File: src/rtl/core/tplc_pkg.sv
// Package with the shared types and constants of the two-point level calibration block.
`timescale 1ns / 1ps
`default_nettype none

package tplc_pkg;

	// Channel count and field widths.
	localparam int CHANNELS       = 3;
	localparam int SAMPLE_BITS    = 12;
	localparam int TARGET_BITS    = 8;
	localparam int LEVEL_BITS     = 8;
	localparam int GAIN_FRAC_BITS = 16;
	localparam int GAIN_BITS      = LEVEL_BITS + GAIN_FRAC_BITS;
	localparam int PROD_BITS      = GAIN_BITS + SAMPLE_BITS;
	localparam int DIV_STEPS      = GAIN_BITS;
	localparam int DIV_CNT_BITS   = $clog2(DIV_STEPS);

	// Levels and calibration targets.
	localparam logic [LEVEL_BITS-1:0]  LEVEL_MAX   = '1;
	localparam logic [TARGET_BITS-1:0] TARGET_LOW  = 8'd0;
	localparam logic [TARGET_BITS-1:0] TARGET_HIGH = 8'd255;

	// Divider dividend: full scale in gain format.
	localparam logic [GAIN_BITS-1:0] DIVIDEND = {LEVEL_MAX, {GAIN_FRAC_BITS{1'b0}}};

	// Reset values; gains are given with sixteen fraction bits and rescaled.
	localparam int RESET_FRAC = 16;
	localparam int GAIN_UP    = (GAIN_FRAC_BITS >= RESET_FRAC) ? GAIN_FRAC_BITS - RESET_FRAC : 0;
	localparam int GAIN_DOWN  = (GAIN_FRAC_BITS < RESET_FRAC) ? RESET_FRAC - GAIN_FRAC_BITS : 0;

	localparam logic [SAMPLE_BITS-1:0] RESET_LOW [8] = '{
		12'd1, 12'd1, 12'd1, 12'd0, 12'd0, 12'd0, 12'd0, 12'd0};
	localparam logic [SAMPLE_BITS-1:0] RESET_HIGH [8] = '{
		12'd64, 12'd111, 12'd81, 12'd0, 12'd0, 12'd0, 12'd0, 12'd0};
	localparam logic [31:0] RESET_GAIN_Q16 [8] = '{
		32'd265264, 32'd151924, 32'd208896, 32'd0, 32'd0, 32'd0, 32'd0, 32'd0};

	// Input beat.
	typedef struct packed {
		logic                   kind;
		logic [SAMPLE_BITS-1:0] sample_red;
		logic [SAMPLE_BITS-1:0] sample_green;
		logic [SAMPLE_BITS-1:0] sample_blue;
		logic [TARGET_BITS-1:0] target_red;
		logic [TARGET_BITS-1:0] target_green;
		logic [TARGET_BITS-1:0] target_blue;
	} in_t;

	// Output beat.
	typedef struct packed {
		logic [LEVEL_BITS-1:0] out_red;
		logic [LEVEL_BITS-1:0] out_green;
		logic [LEVEL_BITS-1:0] out_blue;
	} out_t;

	// Item kinds.
	localparam logic KIND_APPLY = 1'b0;
	localparam logic KIND_CAL   = 1'b1;

	// Commands from the controller to the datapath.
	typedef struct packed {
		logic in_load;
		logic cal_load;
		logic div_step;
		logic gain_write;
		logic mul;
		logic out_load;
	} tplc_cmd_t;

endpackage

`default_nettype wire

File: src/rtl/core/tplc_datapath.sv
// Datapath: level and gain registers, per-channel serial dividers, multipliers, result register.
`timescale 1ns / 1ps
`default_nettype none

module tplc_datapath (
	input  wire logic               clk,
	input  wire logic               arst_n,
	input  wire tplc_pkg::tplc_cmd_t cmd,
	input  wire tplc_pkg::in_t      in_data,
	output tplc_pkg::out_t          out_data
);

	localparam int CH = tplc_pkg::CHANNELS;
	localparam int SB = tplc_pkg::SAMPLE_BITS;
	localparam int GB = tplc_pkg::GAIN_BITS;
	localparam int PB = tplc_pkg::PROD_BITS;
	localparam int FB = tplc_pkg::GAIN_FRAC_BITS;
	localparam int LB = tplc_pkg::LEVEL_BITS;

	logic [SB-1:0]                   samp_q [CH];
	logic [tplc_pkg::TARGET_BITS-1:0] targ_q [CH];
	logic [SB-1:0]                   low_q  [CH];
	logic [SB-1:0]                   high_q [CH];
	logic [GB-1:0]                   gain_q [CH];
	logic [SB-1:0]                   rem_q  [CH];
	logic [GB-1:0]                   quo_q  [CH];
	logic [SB-1:0]                   dvs_q  [CH];
	logic                            upd_q  [CH];
	logic [PB-1:0]                   prod_s1 [CH];
	logic [LB-1:0]                   level_q [CH];

	logic [SB-1:0] new_low  [CH];
	logic [SB-1:0] new_high [CH];
	logic [SB:0]   trial    [CH];
	logic          ge       [CH];
	logic [SB-1:0] rem_next [CH];

	// Levels after the stored calibration beat is applied.
	always_comb begin
		for (int c = 0; c < CH; c++) begin
			new_low[c]  = low_q[c];
			new_high[c] = high_q[c];
			if (targ_q[c] == tplc_pkg::TARGET_LOW) begin
				new_low[c] = samp_q[c];
			end else if (targ_q[c] == tplc_pkg::TARGET_HIGH) begin
				new_high[c] = samp_q[c];
			end
		end
	end

	// One restoring division step per lane.
	always_comb begin
		for (int c = 0; c < CH; c++) begin
			trial[c]    = {rem_q[c], quo_q[c][GB-1]};
			ge[c]       = trial[c] >= {1'b0, dvs_q[c]};
			rem_next[c] = ge[c] ? SB'(trial[c] - {1'b0, dvs_q[c]}) : trial[c][SB-1:0];
		end
	end

	// Input beat capture.
	always_ff @(posedge clk) begin
		if (cmd.in_load) begin
			samp_q[0] <= in_data.sample_red;
			samp_q[1] <= in_data.sample_green;
			samp_q[2] <= in_data.sample_blue;
			targ_q[0] <= in_data.target_red;
			targ_q[1] <= in_data.target_green;
			targ_q[2] <= in_data.target_blue;
		end
	end

	// Calibration state: levels and gains.
	always_ff @(posedge clk or negedge arst_n) begin
		if (!arst_n) begin
			for (int c = 0; c < CH; c++) begin
				low_q[c]  <= tplc_pkg::RESET_LOW[c];
				high_q[c] <= tplc_pkg::RESET_HIGH[c];
				gain_q[c] <= GB'((tplc_pkg::RESET_GAIN_Q16[c] << tplc_pkg::GAIN_UP)
					>> tplc_pkg::GAIN_DOWN);
			end
		end else begin
			for (int c = 0; c < CH; c++) begin
				if (cmd.cal_load) begin
					low_q[c]  <= new_low[c];
					high_q[c] <= new_high[c];
				end
				if (cmd.gain_write && upd_q[c]) begin
					gain_q[c] <= quo_q[c];
				end
			end
		end
	end

	// Serial dividers: full scale over the level span.
	always_ff @(posedge clk) begin
		for (int c = 0; c < CH; c++) begin
			if (cmd.cal_load) begin
				upd_q[c] <= new_high[c] > new_low[c];
				dvs_q[c] <= new_high[c] - new_low[c];
				rem_q[c] <= '0;
				quo_q[c] <= tplc_pkg::DIVIDEND;
			end else if (cmd.div_step) begin
				rem_q[c] <= rem_next[c];
				quo_q[c] <= {quo_q[c][GB-2:0], ge[c]};
			end
		end
	end

	// Gain times sample offset, zero at or below the low level.
	always_ff @(posedge clk) begin
		for (int c = 0; c < CH; c++) begin
			if (cmd.mul) begin
				if (samp_q[c] > low_q[c]) begin
					prod_s1[c] <= PB'(gain_q[c]) * PB'(samp_q[c] - low_q[c]);
				end else begin
					prod_s1[c] <= '0;
				end
			end
		end
	end

	// Result register with saturation to full scale.
	always_ff @(posedge clk) begin
		for (int c = 0; c < CH; c++) begin
			if (cmd.out_load) begin
				if (|prod_s1[c][PB-1:GB]) begin
					level_q[c] <= tplc_pkg::LEVEL_MAX;
				end else begin
					level_q[c] <= prod_s1[c][GB-1:FB];
				end
			end
		end
	end

	assign out_data.out_red   = level_q[0];
	assign out_data.out_green = level_q[1];
	assign out_data.out_blue  = level_q[2];

endmodule

`default_nettype wire

File: src/rtl/core/tplc_ctrl.sv
// Controller: sequences calibration and apply items and owns the output valid flag.
`timescale 1ns / 1ps
`default_nettype none

module tplc_ctrl (
	input  wire logic          clk,
	input  wire logic          arst_n,
	input  wire logic          in_valid,
	input  wire logic          in_kind,
	input  wire logic          out_ready,
	output logic               in_ready,
	output logic               out_valid,
	output tplc_pkg::tplc_cmd_t cmd
);

	typedef enum logic [2:0] {
		S_IDLE,
		S_CAL,
		S_DIV,
		S_GAIN,
		S_MUL,
		S_EMIT
	} state_t;

	localparam logic [tplc_pkg::DIV_CNT_BITS-1:0] CNT_LAST =
		tplc_pkg::DIV_CNT_BITS'(tplc_pkg::DIV_STEPS - 1);

	state_t                            state_q;
	logic [tplc_pkg::DIV_CNT_BITS-1:0] cnt_q;
	logic                              out_valid_q;
	logic                              accept;
	logic                              emit;

	assign in_ready  = state_q == S_IDLE;
	assign accept    = in_valid && in_ready;
	assign emit      = (state_q == S_EMIT) && (!out_valid_q || out_ready);
	assign out_valid = out_valid_q;

	// Command decode.
	always_comb begin
		cmd            = '0;
		cmd.in_load    = accept;
		cmd.cal_load   = state_q == S_CAL;
		cmd.div_step   = state_q == S_DIV;
		cmd.gain_write = state_q == S_GAIN;
		cmd.mul        = state_q == S_MUL;
		cmd.out_load   = emit;
	end

	// State, step counter and output valid.
	always_ff @(posedge clk or negedge arst_n) begin
		if (!arst_n) begin
			state_q     <= S_IDLE;
			cnt_q       <= '0;
			out_valid_q <= 1'b0;
		end else begin
			if (emit) begin
				out_valid_q <= 1'b1;
			end else if (out_ready) begin
				out_valid_q <= 1'b0;
			end
			case (state_q)
				S_IDLE: begin
					if (accept) begin
						state_q <= (in_kind == tplc_pkg::KIND_CAL) ? S_CAL : S_MUL;
					end
				end
				S_CAL: begin
					cnt_q   <= '0;
					state_q <= S_DIV;
				end
				S_DIV: begin
					cnt_q <= cnt_q + 1'b1;
					if (cnt_q == CNT_LAST) begin
						state_q <= S_GAIN;
					end
				end
				S_GAIN: begin
					state_q <= S_IDLE;
				end
				S_MUL: begin
					state_q <= S_EMIT;
				end
				S_EMIT: begin
					if (emit) begin
						state_q <= S_IDLE;
					end
				end
				default: begin
					state_q <= S_IDLE;
				end
			endcase
		end
	end

endmodule

`default_nettype wire

File: src/rtl/core/two_point_level_calibration.sv
// Top level of the two-point level calibration block.
//
//   channel  direction  handshake            beat
//   in       input      in_valid / in_ready  tplc_pkg::in_t (kind, samples, targets)
//   out      output     out_valid/out_ready  tplc_pkg::out_t (calibrated levels)
//
// A calibration beat holds the input while it stores the levels, runs the bit-serial gain
// division (one quotient bit per cycle per channel) and then writes the gains.
// An apply beat multiplies, then loads the result register; it waits in the
// last step only while an earlier result is still held by out_ready low.
// Reset clears the controller and loads the default levels and gains at once.
// A new beat is taken while a finished result still waits on the output.
`timescale 1ns / 1ps
`default_nettype none

module two_point_level_calibration (
	input  wire logic           clk,
	input  wire logic           arst_n,
	input  wire logic           in_valid,
	output logic                in_ready,
	input  wire tplc_pkg::in_t  in_data,
	output logic                out_valid,
	input  wire logic           out_ready,
	output tplc_pkg::out_t      out_data
);

	tplc_pkg::tplc_cmd_t cmd;

	// Sequencer.
	tplc_ctrl u_ctrl (
		.clk       (clk),
		.arst_n    (arst_n),
		.in_valid  (in_valid),
		.in_kind   (in_data.kind),
		.out_ready (out_ready),
		.in_ready  (in_ready),
		.out_valid (out_valid),
		.cmd       (cmd)
	);

	// Arithmetic and state.
	tplc_datapath u_datapath (
		.clk      (clk),
		.arst_n   (arst_n),
		.cmd      (cmd),
		.in_data  (in_data),
		.out_data (out_data)
	);

	// A held result is never overwritten.
	assert property (@(posedge clk) disable iff (!arst_n)
		(out_valid && !out_ready) |-> !cmd.out_load)
		else $error("result register overwritten while a beat is pending");

	// No input is taken while the divider runs.
	assert property (@(posedge clk) disable iff (!arst_n)
		cmd.div_step |-> !in_ready)
		else $error("input ready during gain division");

	// The gain write closes a calibration and frees the input.
	assert property (@(posedge clk) disable iff (!arst_n)
		cmd.gain_write |=> in_ready)
		else $error("input not ready after gain write");

	// A calibration beat never produces a result.
	assert property (@(posedge clk) disable iff (!arst_n)
		(in_valid && in_ready && in_data.kind == tplc_pkg::KIND_CAL) |=> !cmd.mul)
		else $error("multiply started for a calibration beat");

	// Datapath steps are exclusive.
	assert property (@(posedge clk) disable iff (!arst_n)
		$onehot0({cmd.cal_load, cmd.div_step, cmd.gain_write, cmd.mul, cmd.out_load}))
		else $error("overlapping datapath commands");

endmodule

`default_nettype wire
File: config.mk
export PLATFORM = sky130hd
export DESIGN_NAME = two_point_level_calibration
export DESIGN_NICKNAME = d
export VERILOG_FILES = /design/src/rtl/core/tplc_pkg.sv /design/src/rtl/core/tplc_datapath.sv /design/src/rtl/core/tplc_ctrl.sv /design/src/rtl/core/two_point_level_calibration.sv
export SDC_FILE = /design/constraint.sdc
export NUM_CORES = 2
export LEC_CHECK = 0
export BUFFER_PORTS_ARGS = -buffer_cell sky130_fd_sc_hd__buf_2
export CAP_MARGIN = 20
export CORE_MARGIN = 2
export CORE_UTILIZATION = 25
export DETAILED_ROUTE_END_ITERATION = 7
export PLACE_DENSITY = 0.46
export REMOVE_ABC_BUFFERS = 1
export SLEW_MARGIN = 5
export SYNTH_ARGS = -nofsm -noshare
export SYNTH_HDL_FRONTEND = slang
export SYNTH_SLANG_ARGS = --single-unit
File: constraint.sdc
create_clock -name clk -period 11.02 [get_ports clk]
set_input_delay 0.551 -clock clk [delete_from_list [all_inputs] [get_ports clk]]
set_output_delay 0.551 -clock clk [all_outputs]
set_load 0.01 [all_outputs]
==> flow_summary.ini <==
[worst_setup_path]
cp.required_ns = 11.43
crit_path_max_incr_delay_ns = 0.81
critical_path.startpoint = u_datapath.low_q[12]
reg2reg_from = u_datapath.low_q[12]
arrival_ns = 10.25
cp_max_fo = 16
cp_slowest_cell = fa_1
cp_common_cell = fa_1
start_kind = flop
cp-end-kind = flop
crit_type = flop to flop

[run]
max_cap_viol_count = 0

[global_route]
grt_max_degree = 149
grt_pass1_wl_um = 236800
grt-ovfl-total = 0
grt_pass1_vias = 42110
antenna_found_initial = 2
grt_usage_pct = 12.39

[cells_and_area]
finish.utilization_pct = 27.92
fillCellCount = 24855
drive_gt1_share_pct = 8.153
area_growth_pct = 11.25
nets = 7374

[logic_synthesis]
synth_ff_type = edfxtp_1
synth.distinct_cells = 73
avgSynthCellArea_um2 = 10.12
synth_edf_count = 271
async_reset_ff_share_pct = 34.46
ys_seq_elements = 444
ys_warn_count = 0
synth_area_mm2 = 0.05892
ys_seq_area_share_pct = 21.05
syn_inst = 5821

[timing]
maxSlewViolCount = 0
finalCritPeriodShare_pct = 89.26
finalHoldWorstSlack_ns = 0.06545
slew_headroom_pct = 27.93
hold_violations = 0
final-setup-viol-count = 0
grt_setup_unrepaired = false
min_period_ns = 9.836
max_freq_ghz = 0.1017
tightest_slew_ns = 1.081
finalClockSkew_ns = 0.04855

[floorplan]
fp.dieH_um = 489.5
start_util_pct = 25.10
io_pins = 91
coreArea_mm2 = 0.2347
die_w_um = 489.5
rows = 178
die-area_mm2 = 0.2396

[place]
dp_hpwl_um = 115000
portBuffers = 90
gp_congestion = 0.8024

[detailed_routing]
wire_per_inst_um = 15.96
drt-total-wl_um = 144500
drt_iter0_drc = 1662
vias = 38473
via_per_inst = 4.251
dr.pass1.iters = 5
ant_nets = 0
drc = 0

[hold_path]
hp-start = in_data[45]
min_path_type = input pin to flop

[clock_tree]
cts_made_buffers = 58
clkSinkCount = 444
clk_latency_ns = 0.70
tritoncts = built
cts.htree.levels = 2
cts_root_buffer = clkbuf_16
cts_resized = 0
cts_max_path_buffers = 3
cts.clk_slew.worst_paths_ns = 0.06

[run_status]
status = completed
## worst max-delay path: cells and delay by family (launching register included)
family	cells	cell delay [ns]
simple gates	6	1.37
fa+ha+maj	10	4.71
buf+inv	5	0.42
compound gates	9	2.52
flops	1	0.54
## worst paths after layout
kind                                             end  slack (ns)  depth (start not counted)
setup / recovery           u_datapath.prod_s1[1][34]        1.18                         30
hold / removal              u_datapath.samp_q[0][21]        0.07                          1
setup reg to reg           u_datapath.prod_s1[1][34]        1.18                         30
hold reg to reg            u_datapath.prod_s1[2][18]        0.45                          2
max in group asynchronous      u_datapath.high_q[34]        8.55                          4
min in group asynchronous        u_datapath.low_q[4]        0.37                          2
## cells by family (layout without fill, tap and decap cells)
group                      count (synthesis)  in the layout  synth area share [%]
and+or+nand+nor                         1521           1521                 13.02
muxes                                    174            174                 3.258
xor gates and xnor gates                 173            173                 2.572
adders and majority gates               1459           1459                 44.71
DFF                                      444            444                 21.05
AOI/OAI and AO/OA                        501            501                 5.509
other                                      0              1                     0
buffers and inverters                   1549           1628                 9.879
## area by class of cell
type                    count  area [um^2]  area share [%]
multi-input cells        3828        40920           62.43
flip-flops and latches    444        12410           18.93
clock buffers              74         1574           2.401
repair buffers            187         1341           2.046
clock inverters            36        362.8          0.5536
diodes                      1        2.502        0.003818
inverters                1331         4999           7.626
well taps                3150         3941           6.013
## registers in the layout, indices dropped and copies added, names as in the netlist
name                cells
u_ctrl.out_valid        1
u_datapath.targ_q      24
u_datapath.prod_s1     60
u_datapath.level_q     24
u_datapath.quo_q       72
u_datapath.high_q      36
u_datapath.rem_q       36
u_datapath.gain_q      72
u_datapath.samp_q      36
u_datapath.dvs_q       36
u_datapath.low_q       36
u_ctrl.state_q          3
u_datapath.upd_q        3
u_ctrl.cnt_q            5
## cell usage after synthesis (100+ instances only)
cell type | count | area [um^2]
inv_1 | 1331 | 4996
and2_1 | 363 | 2271
o21ai_0 | 108 | 540.5
edfxtp_1 | 271 | 8138
nand2_1 | 558 | 2095
nand2b_1 | 109 | 681.9
mux2_2 | 138 | 1554
dfrtp_1 | 123 | 3078
fa_1 | 1077 | 21560
xnor2_1 | 139 | 1217
a21oi_1 | 160 | 800.8
nor2b_1 | 100 | 625.6
clkbuf_1 | 200 | 750.7
ha_1 | 382 | 4780
nor2_1 | 164 | 615.6
## timing repair
| item | 4_1_cts | 5_1_grt |
|---|---|---|
| setup endpoints to repair | 0 | 0 |
| hold endpoints to repair | 60 | 0 |
| hold buffers | 31 | 0 |
| buffers inserted | 0 | 0 |
## per-stage QoR
| stage | setup TNS [ns] | std cells | instance area [um^2] | setup slack (ns) |
|---|---|---|---|---|
| detailed placement | 0 | 8906 | 63230 | 1.213 |
| CTS | 0 | 9047 | 65480 | 1.152 |
| global placement | 0 | 8905 | 63200 | 1.304 |
| floorplan | -406.02 | 5603 | 58090 | -3.599 |
| global route | 0 | 9050 | 65550 | 0.5186 |
| finish | 0 | 9051 | 65550 | 1.184 |
## placed cells by master (no fill, tap or decap), types with 99 or more instances in the layout
cell type	n
mux2_2	138
nor2b_1	99
nand2_1	558
a21oi_1	158
fa_1	1077
inv_1	1329
dfrtp_1	122
and2_1	361
nand2b_1	109
o21ai_0	108
edfxtp_1	271
xnor2_1	122
ha_1	382
nor2_1	162
## routing by layer
metal	vias up	part of all wire [%]	track usage (%)
li1	17902	-	-
met2	472	49	21.22
met4	0	1.9	2.599
met5	-	0	0
met3	145	2.5	1.147
met1	19954	46	16.95
Power is not shown: default switching activity piles up to over one toggle a cycle in this logic, so the estimate is an artifact.
